### config.mk
export PLATFORM = sky130hd
export DESIGN_NAME = numeric_literal_classifier_core
export DESIGN_NICKNAME = d
export VERILOG_FILES = /design/src/rtl/core/nlc_pkg.sv /design/src/rtl/core/numeric_literal_classifier_core.sv /design/src/rtl/core/nlc_scanner.sv
export SDC_FILE = /design/constraint.sdc
export NUM_CORES = 1
export LEC_CHECK = 0
export ABC_CLOCK_PERIOD_IN_PS = 8500
export BUFFER_PORTS_ARGS = -buffer_cell sky130_fd_sc_hd__buf_2
export CAP_MARGIN = 20
export CORE_MARGIN = 2
export CORE_UTILIZATION = 40
export CTS_CLUSTER_DIAMETER = 50
export CTS_CLUSTER_SIZE = 12
export DETAILED_ROUTE_END_ITERATION = 8
export PLACE_DENSITY = 0.54
export SLEW_MARGIN = 10
export SYNTH_ARGS = -nofsm -noshare
export SYNTH_HDL_FRONTEND = slang
export SYNTH_SLANG_ARGS = --single-unit
### constraint.sdc
create_clock -name clk -period 8.5 [get_ports clk]
set_clock_uncertainty 0.15 [all_clocks]
set_input_delay 0 -clock clk [delete_from_list [all_inputs] [get_ports clk]]
set_output_delay 0 -clock clk [all_outputs]
set_load 0.005 [all_outputs]
### src/rtl/core/nlc_pkg.sv
// ---------------------------------------------------------------------------
// nlc_pkg
// Shared types, codes and character helpers for the numeric literal
// classifier.
// ---------------------------------------------------------------------------
package nlc_pkg;

  typedef enum logic [4:0] {
    PH_START      = 5'd0,
    PH_ZERO       = 5'd1,
    PH_PREFIX     = 5'd2,
    PH_DIGITS     = 5'd3,
    PH_BARE_DOT   = 5'd4,
    PH_EXP_START  = 5'd5,
    PH_EXP_SIGN   = 5'd6,
    PH_EXP_DIGITS = 5'd7,
    PH_FS_D       = 5'd8,
    PH_FS_END     = 5'd9,
    PH_IS_U       = 5'd10,
    PH_IS_UL      = 5'd11,
    PH_IS_UW      = 5'd12,
    PH_IS_L       = 5'd13,
    PH_IS_LL      = 5'd14,
    PH_IS_W       = 5'd15,
    PH_IS_WB      = 5'd16,
    PH_IS_END     = 5'd17
  } phase_t;

  typedef enum logic [1:0] {
    RX_DEC = 2'd0,
    RX_HEX = 2'd1,
    RX_BIN = 2'd2,
    RX_OCT = 2'd3
  } radix_t;

  typedef enum logic [1:0] {
    CLS_INTEGER  = 2'd0,
    CLS_FLOATING = 2'd1,
    CLS_INVALID  = 2'd2
  } class_t;

  localparam logic [7:0] CH_SEP = 8'h27;  // digit separator (single quote)
  localparam logic [7:0] CH_DOT = 8'h2e;

  typedef struct packed {
    phase_t      phase;
    radix_t      radix;
    logic        have_digits;
    logic        prev_sep;
    logic        saw_dot;
    logic        is_float;
    logic        failed;
    logic [7:0]  prev_sfx;
  } scan_state_t;

  localparam scan_state_t SCAN_RESET = '{
    phase: PH_START, radix: RX_DEC, have_digits: 1'b0, prev_sep: 1'b0,
    saw_dot: 1'b0, is_float: 1'b0, failed: 1'b0, prev_sfx: 8'h00
  };

  function automatic logic in_radix(radix_t rx, logic [7:0] c);
    logic dec;
    dec = (c >= "0") && (c <= "9");
    case (rx)
      RX_HEX: in_radix = dec || ((c >= "a") && (c <= "f")) || ((c >= "A") && (c <= "F"));
      RX_BIN: in_radix = (c == "0") || (c == "1");
      RX_OCT: in_radix = (c >= "0") && (c <= "7");
      default: in_radix = dec;
    endcase
  endfunction

endpackage

### src/rtl/core/numeric_literal_classifier_core.sv
// ---------------------------------------------------------------------------
// numeric_literal_classifier_core
// Classifies a C numeric constant streamed one character per request.
// ---------------------------------------------------------------------------
// Send the characters of one preprocessing number in order, one per input
// request, with is_last set on the final one. The block takes one character
// every clock cycle; a character is held in an input register, run through
// the one-step scanner and, if it ends the token, its class is loaded into
// the result register, from which the consumer takes it. Only the last
// character of a token produces a result: 0 integer, 1 floating, 2 invalid.
// The input side stalls only when a finished result still waits in the
// result register and the character in the input register is another token
// end; characters in the middle of a token always move on, so streaming
// stays at one per cycle whenever the consumer keeps out_ready high.
// ---------------------------------------------------------------------------
module numeric_literal_classifier_core (
  input  logic                 clk,
  input  logic                 rst,
  input  logic                 in_valid,
  output logic                 in_ready,
  input  logic [7:0]           char_code,
  input  logic                 is_last,
  output logic                 out_valid,
  input  logic                 out_ready,
  output logic [1:0]           constant_class
);
  import nlc_pkg::*;

  // input register
  logic        in_q_valid;
  logic [7:0]  in_q_char;
  logic        in_q_last;

  logic        step;
  class_t      step_cls;

  // Advance the held character unless it ends a token and the result slot
  // is still occupied.
  assign step     = in_q_valid && (!in_q_last || !out_valid || out_ready);
  assign in_ready = !in_q_valid || step;

  always_ff @(posedge clk) begin
    if (rst) begin
      in_q_valid <= 1'b0;
    end else if (in_ready) begin
      in_q_valid <= in_valid;
    end
  end

  // payload needs no reset
  always_ff @(posedge clk) begin
    if (in_ready && in_valid) begin
      in_q_char <= char_code;
      in_q_last <= is_last;
    end
  end

  nlc_scanner u_scan (
    .clk       (clk),
    .rst       (rst),
    .step_en   (step),
    .char_code (in_q_char),
    .is_last   (in_q_last),
    .end_cls   (step_cls)
  );

  // Result register: load on a token end, drop once the consumer takes it.
  always_ff @(posedge clk) begin
    if (rst) begin
      out_valid <= 1'b0;
    end else if (step && in_q_last) begin
      out_valid <= 1'b1;
    end else if (out_ready) begin
      out_valid <= 1'b0;
    end
  end

  always_ff @(posedge clk) begin
    if (step && in_q_last) begin
      constant_class <= step_cls;
    end
  end

endmodule

### src/rtl/core/nlc_scanner.sv
// ---------------------------------------------------------------------------
// nlc_scanner
// Token scan state and its one-character step; gives the class that the
// token would have if the current character ended it.
// ---------------------------------------------------------------------------
module nlc_scanner (
  input  logic                 clk,
  input  logic                 rst,
  input  logic                 step_en,
  input  logic [7:0]           char_code,
  input  logic                 is_last,
  output nlc_pkg::class_t      end_cls
);
  import nlc_pkg::*;

  scan_state_t st;
  scan_state_t st_next;

  function automatic scan_state_t float_suffix(scan_state_t s, logic [7:0] c);
    scan_state_t r;
    r = s;
    if (c == "d" || c == "D") begin
      r.prev_sfx = c;
      r.phase    = PH_FS_D;
    end else if (c == "f" || c == "F" || c == "l" || c == "L") begin
      r.phase = PH_FS_END;
    end else begin
      r.failed = 1'b1;
    end
    return r;
  endfunction

  function automatic scan_state_t digits_char(scan_state_t s, logic [7:0] c);
    scan_state_t r;
    logic        exp_ok;
    r = s;
    exp_ok = (c == "e" || c == "E") ? (s.radix == RX_DEC) : (s.radix == RX_HEX);
    if (in_radix(s.radix, c)) begin
      r.prev_sep    = 1'b0;
      r.have_digits = 1'b1;
    end else if (c == CH_SEP) begin
      if (!s.have_digits || s.prev_sep) r.failed = 1'b1;
      r.prev_sep = 1'b1;
    end else if (s.prev_sep) begin
      r.failed = 1'b1;
    end else if (c == CH_DOT) begin
      if (s.saw_dot || s.radix == RX_BIN || s.radix == RX_OCT) begin
        r.failed = 1'b1;
      end else begin
        if (!s.have_digits) r.phase = PH_BARE_DOT;
        r.saw_dot     = 1'b1;
        r.is_float    = 1'b1;
        r.have_digits = 1'b0;
      end
    end else if (c == "e" || c == "E" || c == "p" || c == "P") begin
      if (!exp_ok || (!s.have_digits && !s.saw_dot)) begin
        r.failed = 1'b1;
      end else begin
        r.is_float = 1'b1;
        r.phase    = PH_EXP_START;
      end
    end else if (s.saw_dot) begin
      r = float_suffix(s, c);
    end else if (!s.have_digits) begin
      r.failed = 1'b1;
    end else if (c == "u" || c == "U") begin
      r.phase = PH_IS_U;
    end else if (c == "l" || c == "L" || c == "w" || c == "W") begin
      r.prev_sfx = c;
      r.phase    = (c == "l" || c == "L") ? PH_IS_L : PH_IS_W;
    end else begin
      r.failed = 1'b1;
    end
    return r;
  endfunction

  function automatic class_t end_class(scan_state_t s);
    class_t k;
    k = CLS_INVALID;
    if (!s.failed) begin
      case (s.phase)
        PH_ZERO, PH_IS_U, PH_IS_UL, PH_IS_L, PH_IS_LL, PH_IS_WB, PH_IS_END:
          k = CLS_INTEGER;
        PH_EXP_DIGITS, PH_FS_END:
          k = CLS_FLOATING;
        PH_DIGITS: begin
          if (s.prev_sep || (!s.have_digits && !s.saw_dot)) k = CLS_INVALID;
          else k = s.is_float ? CLS_FLOATING : CLS_INTEGER;
        end
        default: k = CLS_INVALID;
      endcase
    end
    return k;
  endfunction

  always_ff @(posedge clk) begin
    if (rst) begin
      st <= SCAN_RESET;
    end else if (step_en) begin
      st <= is_last ? SCAN_RESET : st_next;
    end
  end

  always_comb begin
    logic is_u;
    logic b_ok;
    is_u    = (char_code == "u") || (char_code == "U");
    b_ok    = (st.prev_sfx == "w" && char_code == "b") ||
              (st.prev_sfx == "W" && char_code == "B");
    st_next = st;
    if (!st.failed) begin
      case (st.phase)
        PH_START: begin
          if (char_code == "0") begin
            st_next.phase = PH_ZERO;
          end else begin
            st_next.radix = RX_DEC;
            st_next.phase = PH_DIGITS;
            st_next       = digits_char(st_next, char_code);
          end
        end
        PH_ZERO: begin
          if (char_code == "x" || char_code == "X") begin
            st_next.radix = RX_HEX;
            st_next.phase = PH_PREFIX;
          end else if (char_code == "b" || char_code == "B") begin
            st_next.radix = RX_BIN;
            st_next.phase = PH_PREFIX;
          end else begin
            st_next.radix       = RX_OCT;
            st_next.have_digits = 1'b1;
            st_next.phase       = PH_DIGITS;
            st_next             = digits_char(st_next, char_code);
          end
        end
        PH_PREFIX: begin
          st_next.phase = PH_DIGITS;
          st_next       = digits_char(st_next, char_code);
        end
        PH_DIGITS: st_next = digits_char(st, char_code);
        PH_BARE_DOT: begin
          if (in_radix(st.radix, char_code)) begin
            st_next.have_digits = 1'b1;
            st_next.phase       = PH_DIGITS;
          end else begin
            st_next.failed = 1'b1;
          end
        end
        PH_EXP_START: begin
          if (char_code == "+" || char_code == "-") st_next.phase = PH_EXP_SIGN;
          else if (in_radix(st.radix, char_code)) st_next.phase = PH_EXP_DIGITS;
          else st_next.failed = 1'b1;
        end
        PH_EXP_SIGN: begin
          if (in_radix(st.radix, char_code)) st_next.phase = PH_EXP_DIGITS;
          else st_next.failed = 1'b1;
        end
        PH_EXP_DIGITS: begin
          if (!in_radix(st.radix, char_code)) st_next = float_suffix(st, char_code);
        end
        PH_FS_D: begin
          if ((st.prev_sfx == "d" &&
               (char_code == "f" || char_code == "d" || char_code == "l")) ||
              (st.prev_sfx == "D" &&
               (char_code == "F" || char_code == "D" || char_code == "L")))
            st_next.phase = PH_FS_END;
          else
            st_next.failed = 1'b1;
        end
        PH_IS_U: begin
          if (char_code == "l" || char_code == "L" || char_code == "w" || char_code == "W") begin
            st_next.prev_sfx = char_code;
            st_next.phase    = (char_code == "l" || char_code == "L") ? PH_IS_UL : PH_IS_UW;
          end else begin
            st_next.failed = 1'b1;
          end
        end
        PH_IS_UL: begin
          if (char_code == st.prev_sfx) st_next.phase = PH_IS_END;
          else st_next.failed = 1'b1;
        end
        PH_IS_UW: begin
          if (b_ok) st_next.phase = PH_IS_END;
          else st_next.failed = 1'b1;
        end
        PH_IS_L: begin
          if (char_code == st.prev_sfx) st_next.phase = PH_IS_LL;
          else if (is_u) st_next.phase = PH_IS_END;
          else st_next.failed = 1'b1;
        end
        PH_IS_W: begin
          if (b_ok) st_next.phase = PH_IS_WB;
          else st_next.failed = 1'b1;
        end
        PH_IS_LL, PH_IS_WB: begin
          if (is_u) st_next.phase = PH_IS_END;
          else st_next.failed = 1'b1;
        end
        default: st_next.failed = 1'b1;
      endcase
    end
    end_cls = end_class(st_next);
  end

endmodule

# --- Word level (Yosys, flattened, before mapping) ---
# Index checks and enable logic that the tools add are counted.
classes:
  magnitude_cmp: 7
  n_eq_ne: 86
  n_mux: 276
  n_reduce_logical: 65
ops:
  columns: ["cell", "count"]
  rows:
  - ["5-bit 2-to-1 mux", 59]
  - ["9-bit 2-to-1 mux", 24]
  - ["8-bit 2-to-1 mux", 25]
  - ["8-bit by 7-bit == test with 1-bit output (second input constant)", 22]
  - ["11-bit 2-to-1 mux", 13]
  - ["6-bit 2-to-1 mux", 18]
  - ["3-bit 2-to-1 mux", 25]
  - ["5-bit one-hot mux with 15 select lines", 1]
  - ["1-bit 2-to-1 mux", 73]
  - ["3-bit inequality test (second input constant)", 24]
  - ["5-bit by 4-bit == test with 1-bit output (second input constant)", 12]
  - ["20-bit 2-to-1 mux", 3]
  - ["7-bit 2-to-1 mux", 7]
  - ["8-bit by 6-bit == test with 1-bit output (second input constant)", 6]
  - ["8-bit one-hot mux with 6 select lines", 1]
  - ["2-bit 2-to-1 mux", 17]
  - ["1-bit logical OR", 32]
  - ["30-bit AND reduction", 1]
  - ["13-bit 2-to-1 mux", 2]
  - ["5-bit by 3-bit == test with 1-bit output (second input constant)", 5]
  - ["8-bit by 7-bit greater-or-equal comparator with 1-bit output (second input constant)", 2]
  - ["8-bit by 6-bit less-or-equal comparator with 1-bit output (second input constant)", 2]
  - ["8-bit by 7-bit less-or-equal comparator with 1-bit output (second input constant)", 2]
  - ["5-bit by 2-bit == test with 1-bit output (second input constant)", 3]
  - ["26 further kinds", 55]
totals:
  reg_bits: 33
  output_inout_bits: 4
  wordCells: 447

# --- Logic depth before layout (Yosys ltp) ---
# Gate-level depths: netlist of the first run.
depth:
  word_depth: 41
  ltp_mapped: 13
  ltp_nobuf: 10

# --- Cells and area by module ---
# Synthesis of the first run repeated with hierarchy kept, for this count alone.
hier_totals:
  cells_unflattened: 538
  hier_area_um2: 3856.2
by_module_without_submodules:
  columns: ["module", "n_inst", "cells_per_inst", "area_per_inst_um2", "seq_area_each_um2"]
  rows:
  - ["nlc_scanner", 1, 515, 3422.0, 400.4]
  - ["numeric_literal_classifier_core", 1, 23, 434.2, 370.4]

# --- Least setup slack after synthesis of the first run ---
# Ideal clock, no wire load.
synth_timing:
  path_kind: "reg2reg"
  startpoint: "register in_q_char[2]"
  endpoint: "register constant_class[0], data pin"
  arrival_ps: 2805
  t_required_ps: 8080
  path_slack_ps: 5274
  path_stages_with_launch: 12
  synth_period_minus_slack_ps: 3226
  cell_sequence: "edfxtp_1 -> buf_6 -> or4b_4 -> or4_4 -> o21ai_4 -> o21ai_2 -> a31oi_1 -> o311ai_1 -> o32ai_1 -> o21ai_1 -> a22oi_1 -> nor4b_2"
synth_between:
  elab_chain_cells: 36
  word_cells_on_any_way: 291
  classes_between: "7 x order compare; 35 x eq/ne; 208 x mux; 41 x reduce/logical"
synth_lines:
  columns: ["element", "line_no", "rtl"]
  rows:
  - ["start: declaration", "numeric_literal_classifier_core.sv:31", "logic [7:0] in_q_char;"]
  - ["start signal: assignment", "numeric_literal_classifier_core.sv:53", "in_q_char <= char_code;"]
  - ["8-bit by 7-bit == test with 1-bit output, on equally long branches", null, null]
  - ["1-bit logical OR", null, null]
  - ["1-bit logical OR (2 in a row)", "nlc_scanner.sv:68, nlc_scanner.sv:171", null]
  - ["1-bit 2-to-1 mux", "nlc_scanner.sv:68, nlc_scanner.sv:171", null]
  - ["9-bit 2-to-1 mux", "nlc_scanner.sv:66", "end else if (c == \"u\" || c == \"U\") begin"]
  - ["9-bit 2-to-1 mux (7 in a row)", null, null]
  - ["9-bit 2-to-1 mux", "nlc_scanner.sv:112", "case (st.phase)"]
  - ["9-bit 2-to-1 mux", null, null]
  - ["(+13 left out)", null, null]
  - ["3-bit 2-to-1 mux", "nlc_scanner.sv:38", "if (in_radix(s.radix, c)) begin"]
  - ["3-bit 2-to-1 mux", "nlc_scanner.sv:112", null]
  - ["3-bit 2-to-1 mux", "nlc_scanner.sv:111", "if (!st.failed) begin"]
  - ["1-bit 2-to-1 mux", "nlc_scanner.sv:44", "end else if (s.prev_sep) begin"]
  - ["1-bit 2-to-1 mux", "nlc_scanner.sv:41", "end else if (c == CH_SEP) begin"]
  - ["11-bit 2-to-1 mux", "nlc_scanner.sv:38", null]
  - ["1-bit one-hot mux with 14 select lines", "nlc_scanner.sv:112", null]
  - ["20-bit 2-to-1 mux *", "nlc_scanner.sv:111", null]
  - ["end signal: assignment", "numeric_literal_classifier_core.sv:80", "constant_class <= step_cls;"]
  - ["end: declaration", "numeric_literal_classifier_core.sv:25", "output logic [1:0] constant_class"]
# Every way passes the cells marked *; elsewhere a longest branch is shown, timed or not. The select of a mux whose other input is x is not followed.
# A chain may end at the register's enable or synchronous reset.

# --- Final worst setup path of the first run ---
layout_timing:
  startpoint: "register in_q_char[3]"
  endpoint: "register u_scan.st[0] (netlist bit)"
layout_between:
  elab_chain_cells: 32
  word_cells_on_any_way: 135
  classes_between: "7 x order compare; 40 x eq/ne; 70 x mux; 18 x reduce/logical"
layout_lines:
  columns: ["element", "line_no", "rtl"]
  rows:
  - ["8-bit by 7-bit == test with 1-bit output", "nlc_scanner.sv:68, nlc_scanner.sv:171", null]
  - ["1-bit logical OR (3 in a row)", "nlc_scanner.sv:68, nlc_scanner.sv:171", null]
  - ["8-bit 2-to-1 mux", null, null]
  - ["9-bit 2-to-1 mux (10 in a row)", null, null]
  - ["8-bit 2-to-1 mux", null, null]
  - ["9-bit 2-to-1 mux (8 in a row)", null, null]
  - ["8-bit 2-to-1 mux (4 in a row)", null, null]
  - ["11-bit 2-to-1 mux", null, null]
  - ["8-bit one-hot mux with 6 select lines", null, null]
  - ["20-bit 2-to-1 mux (2 in a row)", null, null]
  - ["end signal: assignment", "nlc_scanner.sv:100", "st <= is_last ? SCAN_RESET : st_next;"]
  - ["end: declaration", "nlc_scanner.sv:16", "scan_state_t st;"]
# Parallel ways exist; a longest one is shown, timed or not. The select of a mux whose other input is x is not followed.

==> results of run 1 <==
==> Yosys cell counts (all sizes together), types with 4 or more instances <==
cell type	instances	area, um^2
nand4	7	43.8
buf	10	51.3
a211oi	10	75.1
a31oi	18	113
nor2b	7	43.8
a21o	7	52.6
nor4b	4	47.6
xor2	11	96.3
a22oi	7	52.6
clkbuf	26	97.6
nand3b	8	60.1
a21oi	37	185
nand4b	5	43.8
edfxtp	11	330
inv	7	26.3
nand3	15	75.1
o22ai	5	31.3
nand2	42	158
dfxtp	22	440
o21ai	36	195
o21a	4	30.0
or3	7	43.8
a41oi	5	77.6
nor3	19	100
a32oi	4	35.0
nor2	69	264
nand2b	13	81.3
and2	6	37.5
and3	4	25.0
nor4	6	37.5
and3b	4	35.0
==> routing by layer <==
layer	GRT usage	part of all wire
met1	0.401	0.43
met2	0.434	0.44
met3	0.0358	0.089
met5	0	0
met4	0.114	0.041
==> worst paths after layout <==
kind                             startpoint                   endpoint  slack, ns
hold / removal                      is_last        in_q_last$_DFFE_PP_       0.26
hold reg to reg   u_scan.st[5]$_SDFFE_PP0P_  u_scan.st[5]$_SDFFE_PP0P_       0.36
setup / recovery     in_q_char[3]$_DFFE_PP_  u_scan.st[0]$_SDFFE_PP0P_       4.11
setup reg to reg     in_q_char[3]$_DFFE_PP_  u_scan.st[0]$_SDFFE_PP0P_       4.11
==> critical path, delay by kind of cell, from the launching register on <==
kind	cells	cell delay, ns
AOI/OAI and AO/OA	7	2.83
and+or+nand+nor	2	0.41
DFF	1	0.90
==> stage by stage <==
step                      cell area, um^2  setup slack [ns]  total power [mW]   util  instances
after floorplan                      3520              5.27             0.243      -        497
after global placement               3610              4.30             0.268  0.418        587
after detailed placement             3610              4.34             0.268  0.418        587
after CTS                            3830              4.32             0.389  0.443        609
after global routing                 3840              3.88             0.409  0.444        610
final                                3840              4.11             0.392  0.444        610
==> final cells by class <==
| class | instances | area share |
|---|---|---|
| flip-flops and latches | 33 | 0.201 |
| multi-input cells | 421 | 0.672 |
| clock buffers | 6 | 0.0189 |
| well taps | 108 | 0.0352 |
| repair buffers | 33 | 0.0633 |
| inverters | 7 | 0.00685 |
| clock inverters | 2 | 0.00261 |
==> cell families (layout without fill, tap and decap cells) <==
logic type                count (synthesis)  count (layout)  share of synthesized area
AOI/OAI and AO/OA                       174             174                      0.342
xor gates and xnor gates                 12              12                     0.0298
buffers and inverters                    43              48                     0.0497
DFF                                      33              33                      0.219
muxes                                     3               3                    0.00852
and+or+nand+nor                         232             232                      0.352
==> power breakdown <==
group / internal [mW] / switching [mW] / total (mW) / leakage [nW]
clock network: 0.0568 / 0.0615 / 0.118 / 0.0450
logic: 0.0340 / 0.0541 / 0.0881 / 0.929
registers: 0.168 / 0.0185 / 0.186 / 0.283
==> state kept, by name, summed over array words and instances (netlist names) <==
register,flops
u_scan.st,20
in_q_last,1
in_q_valid,1
out_valid,1
in_q_char,8
constant_class,2
==> results.sh, run 1 <==
export IMPL_core_um2=8640
export IMPL_area_growth_pct=8.84
export IMPL_numCtsBuffers=5
export IMPL_cts_clk_slew_worst_paths_ns=0.07
export IMPL_final_seq_area_um2=771
export IMPL_rows=34
export IMPL_cpPeakStageDelay_ns=0.90
export IMPL_cts_resized_gates=0
export IMPL_ant_nets=0
export IMPL_grt_remaining_overflow=0
export IMPL_rsz0062_at_grt="false"
export IMPL_hold_buffers=14
export IMPL_antennaDiodeCount=0
export IMPL_grt_max_degree=28
export IMPL_drt_iter0_markers=461
export IMPL_first_pass_iters=6
export IMPL_worstHoldPathType="in2reg"
export IMPL_cts_tree="yes"
export IMPL_cts_sinks=33
export IMPL_drive_gt1_frac=0.0916
export IMPL_cp_arrival_ns=4.45
export IMPL_finalSetupViolCount=0
export IMPL_layout_commonest_cell="nor2_1"
export IMPL_status="complete, no violations"
export IMPL_syn_area_um2=3520
export IMPL_routed_wl_um=13700
export IMPL_synth_flop_cell="dfxtp_1"
export IMPL_p_leak_nw=1.26
export IMPL_path_cells="o21ai_0 > nand2b_1 > o311ai_1 > o21ai_1 > a21oi_1 > a21oi_1 > nand2_1 > a311o_1 > a211oi_1"
export IMPL_multi_input_area_um2=2580
export IMPL_die_w_um=97.9
export IMPL_worst_setup_path_start_kind="flop"
export IMPL_post_cts_buffers=0
export IMPL_wl_per_cell_um=22.4
export IMPL_worst_path_most_repeated_cell="a21oi_1"
export IMPL_cts_max_level=2
export IMPL_finalCritPeriodShare=0.517
export IMPL_initial_core_util=0.408
export IMPL_grtUsageTotal=0.282
export IMPL_finish_net_count=514
export IMPL_root_buffer="clkbuf_8"
export IMPL_worst_skew_pair_late_latency_ns=0.29
export IMPL_io_buffers=16
export IMPL_synth_seq_area_share=0.219
export IMPL_drc=0
export IMPL_fin_setup_tns_ns=0
export IMPL_clockBufferDepth=2
export IMPL_boundaryPins=17
export IMPL_gp_congestion=1.02
export IMPL_power_density_nw_per_um2=102
export IMPL_fmax_ghz=0.228
export IMPL_yosys_warnings=0
export IMPL_synth_edf_count=11
export IMPL_worstMarginPinSlew_ns=1.07
export IMPL_period_minus_slack_ns=4.39
export IMPL_crit_fanout=27
export IMPL_max_vdd_ir_drop_v=0.0000614
export IMPL_n_fill_cell=921
export IMPL_r2r_cells=9
export IMPL_end_kind="flop"
export IMPL_syn_avg_cell_area_um2=7.09
export IMPL_antenna_found_initial=0
export IMPL_grt_pass1_vias=3896
export IMPL_synth_distinct_cells=78
export IMPL_die_h_um=97.9
export IMPL_final_cell_mix="nor2_1 (67), nand2_1 (42), a21oi_1 (37)"
export IMPL_final_hold_violation_count=0
export IMPL_critPathSlowestCell="edfxtp_1"
export IMPL_dieArea_um2=9580
export IMPL_route_vias_total=4240
export IMPL_slew_headroom=0.282
export IMPL_vias_per_cell=6.95
export IMPL_ys_ff_latch=33
export IMPL_syn_instance_count=497
export IMPL_holdWs_ns=0.264
export IMPL_holdPathStages=2
export IMPL_syn_num_nets=510
export IMPL_slew_viol_final=0
export IMPL_grt_pass1_wl_um=21600
export IMPL_crit_type="reg2reg"
export IMPL_async_reset_ff_frac=0
export IMPL_max_cap_viol_count=0
export IMPL_dp_hpwl_um=9760
export IMPL_required_ns=8.56
Power figures use the tool's default switching activity.
==> run 2, diff against run 1 <==
ABC_AREA = 1   (was default)
ABC_CLOCK_PERIOD_IN_PS = 4200   (was 8500)
clock period = 4.2 ns   (was 8.5 ns; I/O delays follow)
==> run 2 against run 1 <==
Fmax increased by 20%. Critical endpoint is now constant_class[1]$_SDFFCE_PN1P_. Critical path type unchanged. Highest routed layer unchanged. Design area increased by 15%. Die area increased by 13%. Sequential power increased by 100%. Area after synthesis increased by 14%. Via count increased by 15%. Global-route usage increased by 0.37 points. Flip-flop and latch count unchanged. First-iteration DRC count increased by 48%. Core utilization increased by 0.71 points.
==> results.sh, run 2 <==
export IMPL_antennaDiodeCount=0
export IMPL_final_hold_violation_count=0
export IMPL_dieArea_um2=10900
export IMPL_synth_edf_count=11
export IMPL_worst_skew_pair_late_latency_ns=0.29
export IMPL_grtUsageTotal=0.286
export IMPL_syn_num_nets=749
export IMPL_cts_clk_slew_worst_paths_ns=0.08
export IMPL_rows=36
export IMPL_synthTopCellsByCount="nand2_1 (224), nor2_1 (102), inv_1 (90), nand3_1 (71)"
export IMPL_synth_seq_area_share=0.192
export IMPL_clockBufferDepth=2
export IMPL_worst_setup_path_start_kind="flop"
export IMPL_post_cts_buffers=0
export IMPL_gp_congestion=1.05
export IMPL_first_pass_iters=6
export IMPL_vias_per_cell=5.49
export IMPL_cpPeakStageDelay_ns=0.76
export IMPL_met2_usage=0.416
export IMPL_critPathSlowestCell="dfxtp_1"
export IMPL_yosys_cell_count_top_type="nand2_1"
export IMPL_ant_nets=0
export IMPL_cts_tree="yes"
export IMPL_drive_gt1_frac=0.103
export IMPL_power_density_nw_per_um2=221
export IMPL_die_h_um=104
export IMPL_synth_flop_cell="dfxtp_1"
export IMPL_finalSetupViolCount=0
export IMPL_synth_distinct_cells=49
export IMPL_path_cells="clkinv_1 > nor2_1 > nand3_2 > nand2_1 > nand2_1 > nand2_1 > nand2_1 > nand3_1 > nand2_1 > nand2_1 > nor2_1 > a21oi_2 > nand2_1 > nand2_1 > nand2_1 > nand3_1 > nand3_1"
export IMPL_yosys_warnings=0
export IMPL_placedCellCount=869
export IMPL_slew_headroom=0.550
export IMPL_dpl_cell_area_um2=4160
export IMPL_finalCritPeriodShare=0.868
export IMPL_cts_sinks=33
export IMPL_use_met1=0.432
export IMPL_crit_fanout=18
export IMPL_drt_iter0_markers=684
export IMPL_initial_core_util=0.411
export IMPL_met3_usage=0.0407
export IMPL_syn_area_um2=4020
export IMPL_max_cap_viol_count=0
export IMPL_max_vdd_ir_drop_v=0.000269
export IMPL_die_w_um=104
export IMPL_grt_pass1_wl_um=24400
export IMPL_fin_setup_tns_ns=0
export IMPL_final_cell_mix="nand2_1 (224), nor2_1 (102), inv_1 (90)"
export IMPL_routed_wl_um=15500
export IMPL_rsz0062_at_grt="false"
export IMPL_boundaryPins=17
export IMPL_reg_largest_list="u_scan.st x20, in_q_char x8, constant_class x2"
export IMPL_crit_type="reg2reg"
export IMPL_wl_per_cell_um=17.4
export IMPL_finish_net_count=770
export IMPL_p_total_uw=975
export IMPL_syn_avg_cell_area_um2=5.46
export IMPL_worst_path_most_repeated_cell="nand2_1"
export IMPL_fin_util=0.451
export IMPL_worstHoldPathType="in2reg"
export IMPL_syn_instance_count=736
export IMPL_io_buffers=16
export IMPL_synth_top_cells_by_area="nand2_1 (21%), dfxtp_1 (11%), nor2_1 (9.5%)"
export IMPL_antenna_found_initial=0
export IMPL_status="complete, no violations"
export IMPL_fin_ws_ns=0.553
export IMPL_preCtsSetupSlack_ns=0.722
export IMPL_cp_arrival_ns=3.53
export IMPL_worstMarginPinSlew_ns=0.674
export IMPL_root_buffer="clkbuf_8"
export IMPL_synth_top_cell_by_area="nand2_1"
export IMPL_ys_ff_latch=33
export IMPL_cts_max_level=2
export IMPL_end_kind="flop"
export IMPL_slew_viol_final=0
export IMPL_core_um2=9770
export IMPL_required_ns=4.09
export IMPL_grt_pass1_vias=4399
export IMPL_p_leak_nw=2.23
export IMPL_layout_commonest_cell="nand2_1"
export IMPL_area_growth_pct=9.88
export IMPL_finalInstanceArea_um2=4410
export IMPL_dp_hpwl_um=12600
export IMPL_period_minus_slack_ns=3.65
export IMPL_numCtsBuffers=5
export IMPL_largest_reg_flops=20
export IMPL_largest_register="u_scan.st"
export IMPL_synth_top_area_share=0.209
export IMPL_cts_resized_gates=0
export IMPL_fmax_ghz=0.274
export IMPL_busiest_layer="met1"
export IMPL_async_reset_ff_frac=0
export IMPL_route_vias_total=4896
export IMPL_grt_max_degree=19
export IMPL_holdWs_ns=0.262
export IMPL_grt_remaining_overflow=0
export IMPL_instances_no_fill=891
export IMPL_drc=0
[run 2: changes by cell type after synthesis, moves of 13 or more]
cell / previous run / this run
clkbuf_1: 26 / 5
a31oi_1: 18 / 2
nor2_1: 67 / 102
nand2_1: 42 / 224
o21ai_0: 30 / 45
inv_1: 7 / 90
nand2b_1: 13 / 0
nand3_1: 15 / 71
[run 2: cells by family (layout without fill, tap and decap cells)]
logic type	after synthesis	in the layout	share of synthesized area
AO/OA/AOI/OAI	120	120	0.171
XOR/XNOR	4	4	0.00872
buffers and inverters	122	144	0.127
flip-flops	33	33	0.192
AND/OR/NAND/NOR	457	457	0.502
[run 2: cell type report]
class,count,area (um^2)
timing repair buffer,32,235
inverter,104,394
multi-input combinational,581,2740
tap,133,166
clock inverter,2,15.0
fill,1104,5360
clock buffer,6,93.8
sequential,33,771
[run 2: worst paths after layout]
| check | start | to | slack, ns | cells past startpoint |
|---|---|---|---|---|
| worst max register to register | u_scan.st[10]$_SDFFE_PP0P_ | constant_class[1]$_SDFFCE_PN1P_ | 0.55 | 17 |
| worst min-delay path | char_code[4] | in_q_char[4]$_DFFE_PP_ | 0.26 | 2 |
| worst max-delay path | u_scan.st[10]$_SDFFE_PP0P_ | constant_class[1]$_SDFFCE_PN1P_ | 0.55 | 17 |
| worst min register to register | u_scan.st[9]$_SDFFE_PP0P_ | u_scan.st[9]$_SDFFE_PP0P_ | 0.34 | 2 |
[run 2: critical path: cells and delay by family (launching register included)]
family,cells,cell delay [ns]
simple gates,15,1.61
flops,1,0.76
buf+inv,1,0.68
compound gates,1,0.18
[run 2: per-layer routing]
layer	part of all wire	vias up
met5	0	-
met4	0.026	0
met3	0.10	25
met2	0.40	272
met1	0.47	2180
li1	-	2419
[run 2: power by group]
| group | leakage (nW) | internal [mW] | switching, mW | total, mW |
|---|---|---|---|---|
| registers | 0.283 | 0.347 | 0.0330 | 0.380 |
| logic | 1.89 | 0.102 | 0.208 | 0.310 |
| clock network | 0.0569 | 0.154 | 0.131 | 0.285 |
| total | 2.23 | 0.603 | 0.372 | 0.975 |
[run 2: what timing repair did]
action,CTS,global route
hold endpoints to repair,23,0
setup endpoints to repair,0,0
hold buffers,14,0
==> run 3, diff against run 2 <==
CORE_UTILIZATION = 27   (was 40)
PLACE_DENSITY = 0.39   (was 0.54)
==> run 3 against run 2 <==
Worst hold slack better by 0.011 ns. Sequential share of layout area down 0.43 points. Combinational power about the same. Count of clock-buffer cells in the layout fell by 1. Sequential power grew 1%. First-iteration DRC count shrank 38%. Clock power is 47% higher. Power rose by 14%. Via count grew 1.2%. Register-to-register slack got worse by 0.08 ns. Routed wire length is 5.7% higher. Setup slack got worse by 0.079 ns.
==> results.sh, run 3 (synthesized netlist as in run 2, its figures left out) <==
export IMPL_grt_pass1_wl_um=25700
export IMPL_wl_per_cell_um=17.5
export IMPL_end_kind="flop"
export IMPL_fin_setup_tns_ns=0
export IMPL_worst_path_buf_inv=1
export IMPL_antennaDiodeCount=0
export IMPL_ant_nets=0
export IMPL_cpPeakStageDelay_ns=0.77
export IMPL_grt_max_degree=19
export IMPL_finalCritPeriodShare=0.887
export IMPL_numCtsBuffers=5
export IMPL_vias_per_cell=5.27
export IMPL_cp_arrival_ns=3.60
export IMPL_first_pass_iters=5
export IMPL_fin_util=0.311
export IMPL_dieArea_um2=15900
export IMPL_root_buffer="clkbuf_16"
export IMPL_cp_top_family="simple AND/OR/NAND/NOR gates"
export IMPL_slew_viol_final=0
export IMPL_clockBufferDepth=2
export IMPL_max_cap_viol_count=0
export IMPL_dp_hpwl_um=13400
export IMPL_grtUsageTotal=0.206
export IMPL_worst_path_most_repeated_cell="nand2_1"
export IMPL_route_vias_total=4955
export IMPL_path_cells="clkinv_1 > nor2_1 > nand3_2 > nand2_1 > nand2_1 > a21oi_1 > o21bai_1 > nand2_1 > nor2_1 > a21oi_2 > nand2_1 > nand2_1 > nand2_1 > nand3_1 > nand3_1"
export IMPL_timing_rr_start="u_scan.st[10]$_SDFFE_PP0P_"
export IMPL_fin_ws_ns=0.474
export IMPL_dpl_cell_area_um2=4230
export IMPL_boundaryPins=17
export IMPL_required_ns=4.08
export IMPL_antenna_found_initial=0
export IMPL_critPathSlowestCell="dfxtp_1"
export IMPL_drt_iter0_markers=421
export IMPL_slew_headroom=0.526
export IMPL_cts_sinks=33
export IMPL_period_minus_slack_ns=3.73
export IMPL_crit_fanout=18
export IMPL_fmax_ghz=0.268
export IMPL_core_um2=14500
export IMPL_reg_largest_list="u_scan.st x20, in_q_char x8, constant_class x2"
export IMPL_cts_max_level=2
export IMPL_worst_setup_path_start_kind="flop"
export IMPL_die_w_um=126
export IMPL_rsz0062_at_grt="false"
export IMPL_largest_reg_flops=20
export IMPL_layout_commonest_cell="nand2_1"
export IMPL_worstHoldPathType="in2reg"
export IMPL_gp_congestion=0.994
export IMPL_cp_startpoint="u_scan.st[10]$_SDFFE_PP0P_"
export IMPL_routed_wl_um=16400
export IMPL_post_cts_buffers=0
export IMPL_power_density_nw_per_um2=246
export IMPL_drc=0
export IMPL_largest_register="u_scan.st"
export IMPL_initial_core_util=0.276
export IMPL_cts_tree="yes"
export IMPL_min_from="char_code[1]"
export IMPL_io_buffers=16
export IMPL_status="complete, no violations"
export IMPL_finalInstanceArea_um2=4520
export IMPL_grt_pass1_vias=4696
export IMPL_crit_type="reg2reg"
export IMPL_drive_gt1_frac=0.102
export IMPL_preCtsSetupSlack_ns=0.627
export IMPL_cts_clk_slew_worst_paths_ns=0.06
export IMPL_p_leak_nw=2.25
export IMPL_worstMarginPinSlew_ns=0.710
export IMPL_die_h_um=126
export IMPL_worst_skew_pair_late_latency_ns=0.28
export IMPL_rows=44
export IMPL_area_growth_pct=12.7
export IMPL_finalSetupViolCount=0
export IMPL_grt_remaining_overflow=0
export IMPL_finish_net_count=769
export IMPL_final_cell_mix="nand2_1 (224), nor2_1 (102), inv_1 (90)"
export IMPL_final_hold_violation_count=0
export IMPL_max_vdd_ir_drop_v=0.000221
==> run 3: cell count changes in the layout (fill, tap and decap cells not counted), sizes merged <==
cell,change
bufinv,+1
clkbuf,-1
clkinvlp,+1
dlygate4sd3,-1
inv,-1
==> run 3: worst paths after layout <==
path / end / slack, ns / cells after the start
worst max-delay path: constant_class[1]$_SDFFCE_PN1P_ / 0.47 / 15
worst min-delay path: in_q_char[1]$_DFFE_PP_ / 0.27 / 2
worst max register to register: constant_class[1]$_SDFFCE_PN1P_ / 0.47 / 15
worst min register to register: u_scan.st[9]$_SDFFE_PP0P_ / 0.36 / 2
==> run 3: final cells by class <==
type                            count  area (um^2)
Inverter                          104          394
Fill cell                        1737        10000
Clock inverter                      3         41.3
Tap cell                          184          230
Multi-Input combinational cell    581         2740
Sequential cell                    33          771
Timing Repair Buffer               31          225
Clock buffer                        5          125
==> run 3: worst reg2reg max path, cell delays in order, from the launching register on <==
cell      delay [ns]
dfxtp_1         0.77
clkinv_1        0.71
nor2_1          0.37
nand3_2         0.18
nand2_1         0.10
nand2_1         0.07
a21oi_1         0.18
o21bai_1        0.12
nand2_1         0.09
nor2_1          0.06
a21oi_2         0.27
nand2_1         0.12
nand2_1         0.08
nand2_1         0.07
nand3_1         0.07
nand3_1         0.07
==> run 3: layer usage <==
metal	global-route usage	wire length [um]
met5	0	0
met4	0.0866	648
met3	0.0280	1050
met2	0.298	6720
met1	0.306	8000
==> run 3: report_power, final <==
| part | switching [mW] | leakage (nW) | internal (mW) |
|---|---|---|---|
| clock | 0.141 | 0.0775 | 0.278 |
| combinational | 0.210 | 1.89 | 0.101 |
| sequential | 0.0357 | 0.283 | 0.348 |
==> run 3: repair_timing <==
item / CTS / global route
endpoints found under the hold margin: 23 / 0
hold buffers: 13 / 0
gates resized for setup: 0 / 0
==> run 3: stage by stage <==
stage	instances	total power [mW]	hold slack [ns]
floorplan	736	0.601	-0.0809
finish	941	1.11	0.273
detailed placement	920	0.686	0.0284
CTS	941	1.12	0.267
global route	941	1.18	0.279
global placement	920	0.692	0.0259
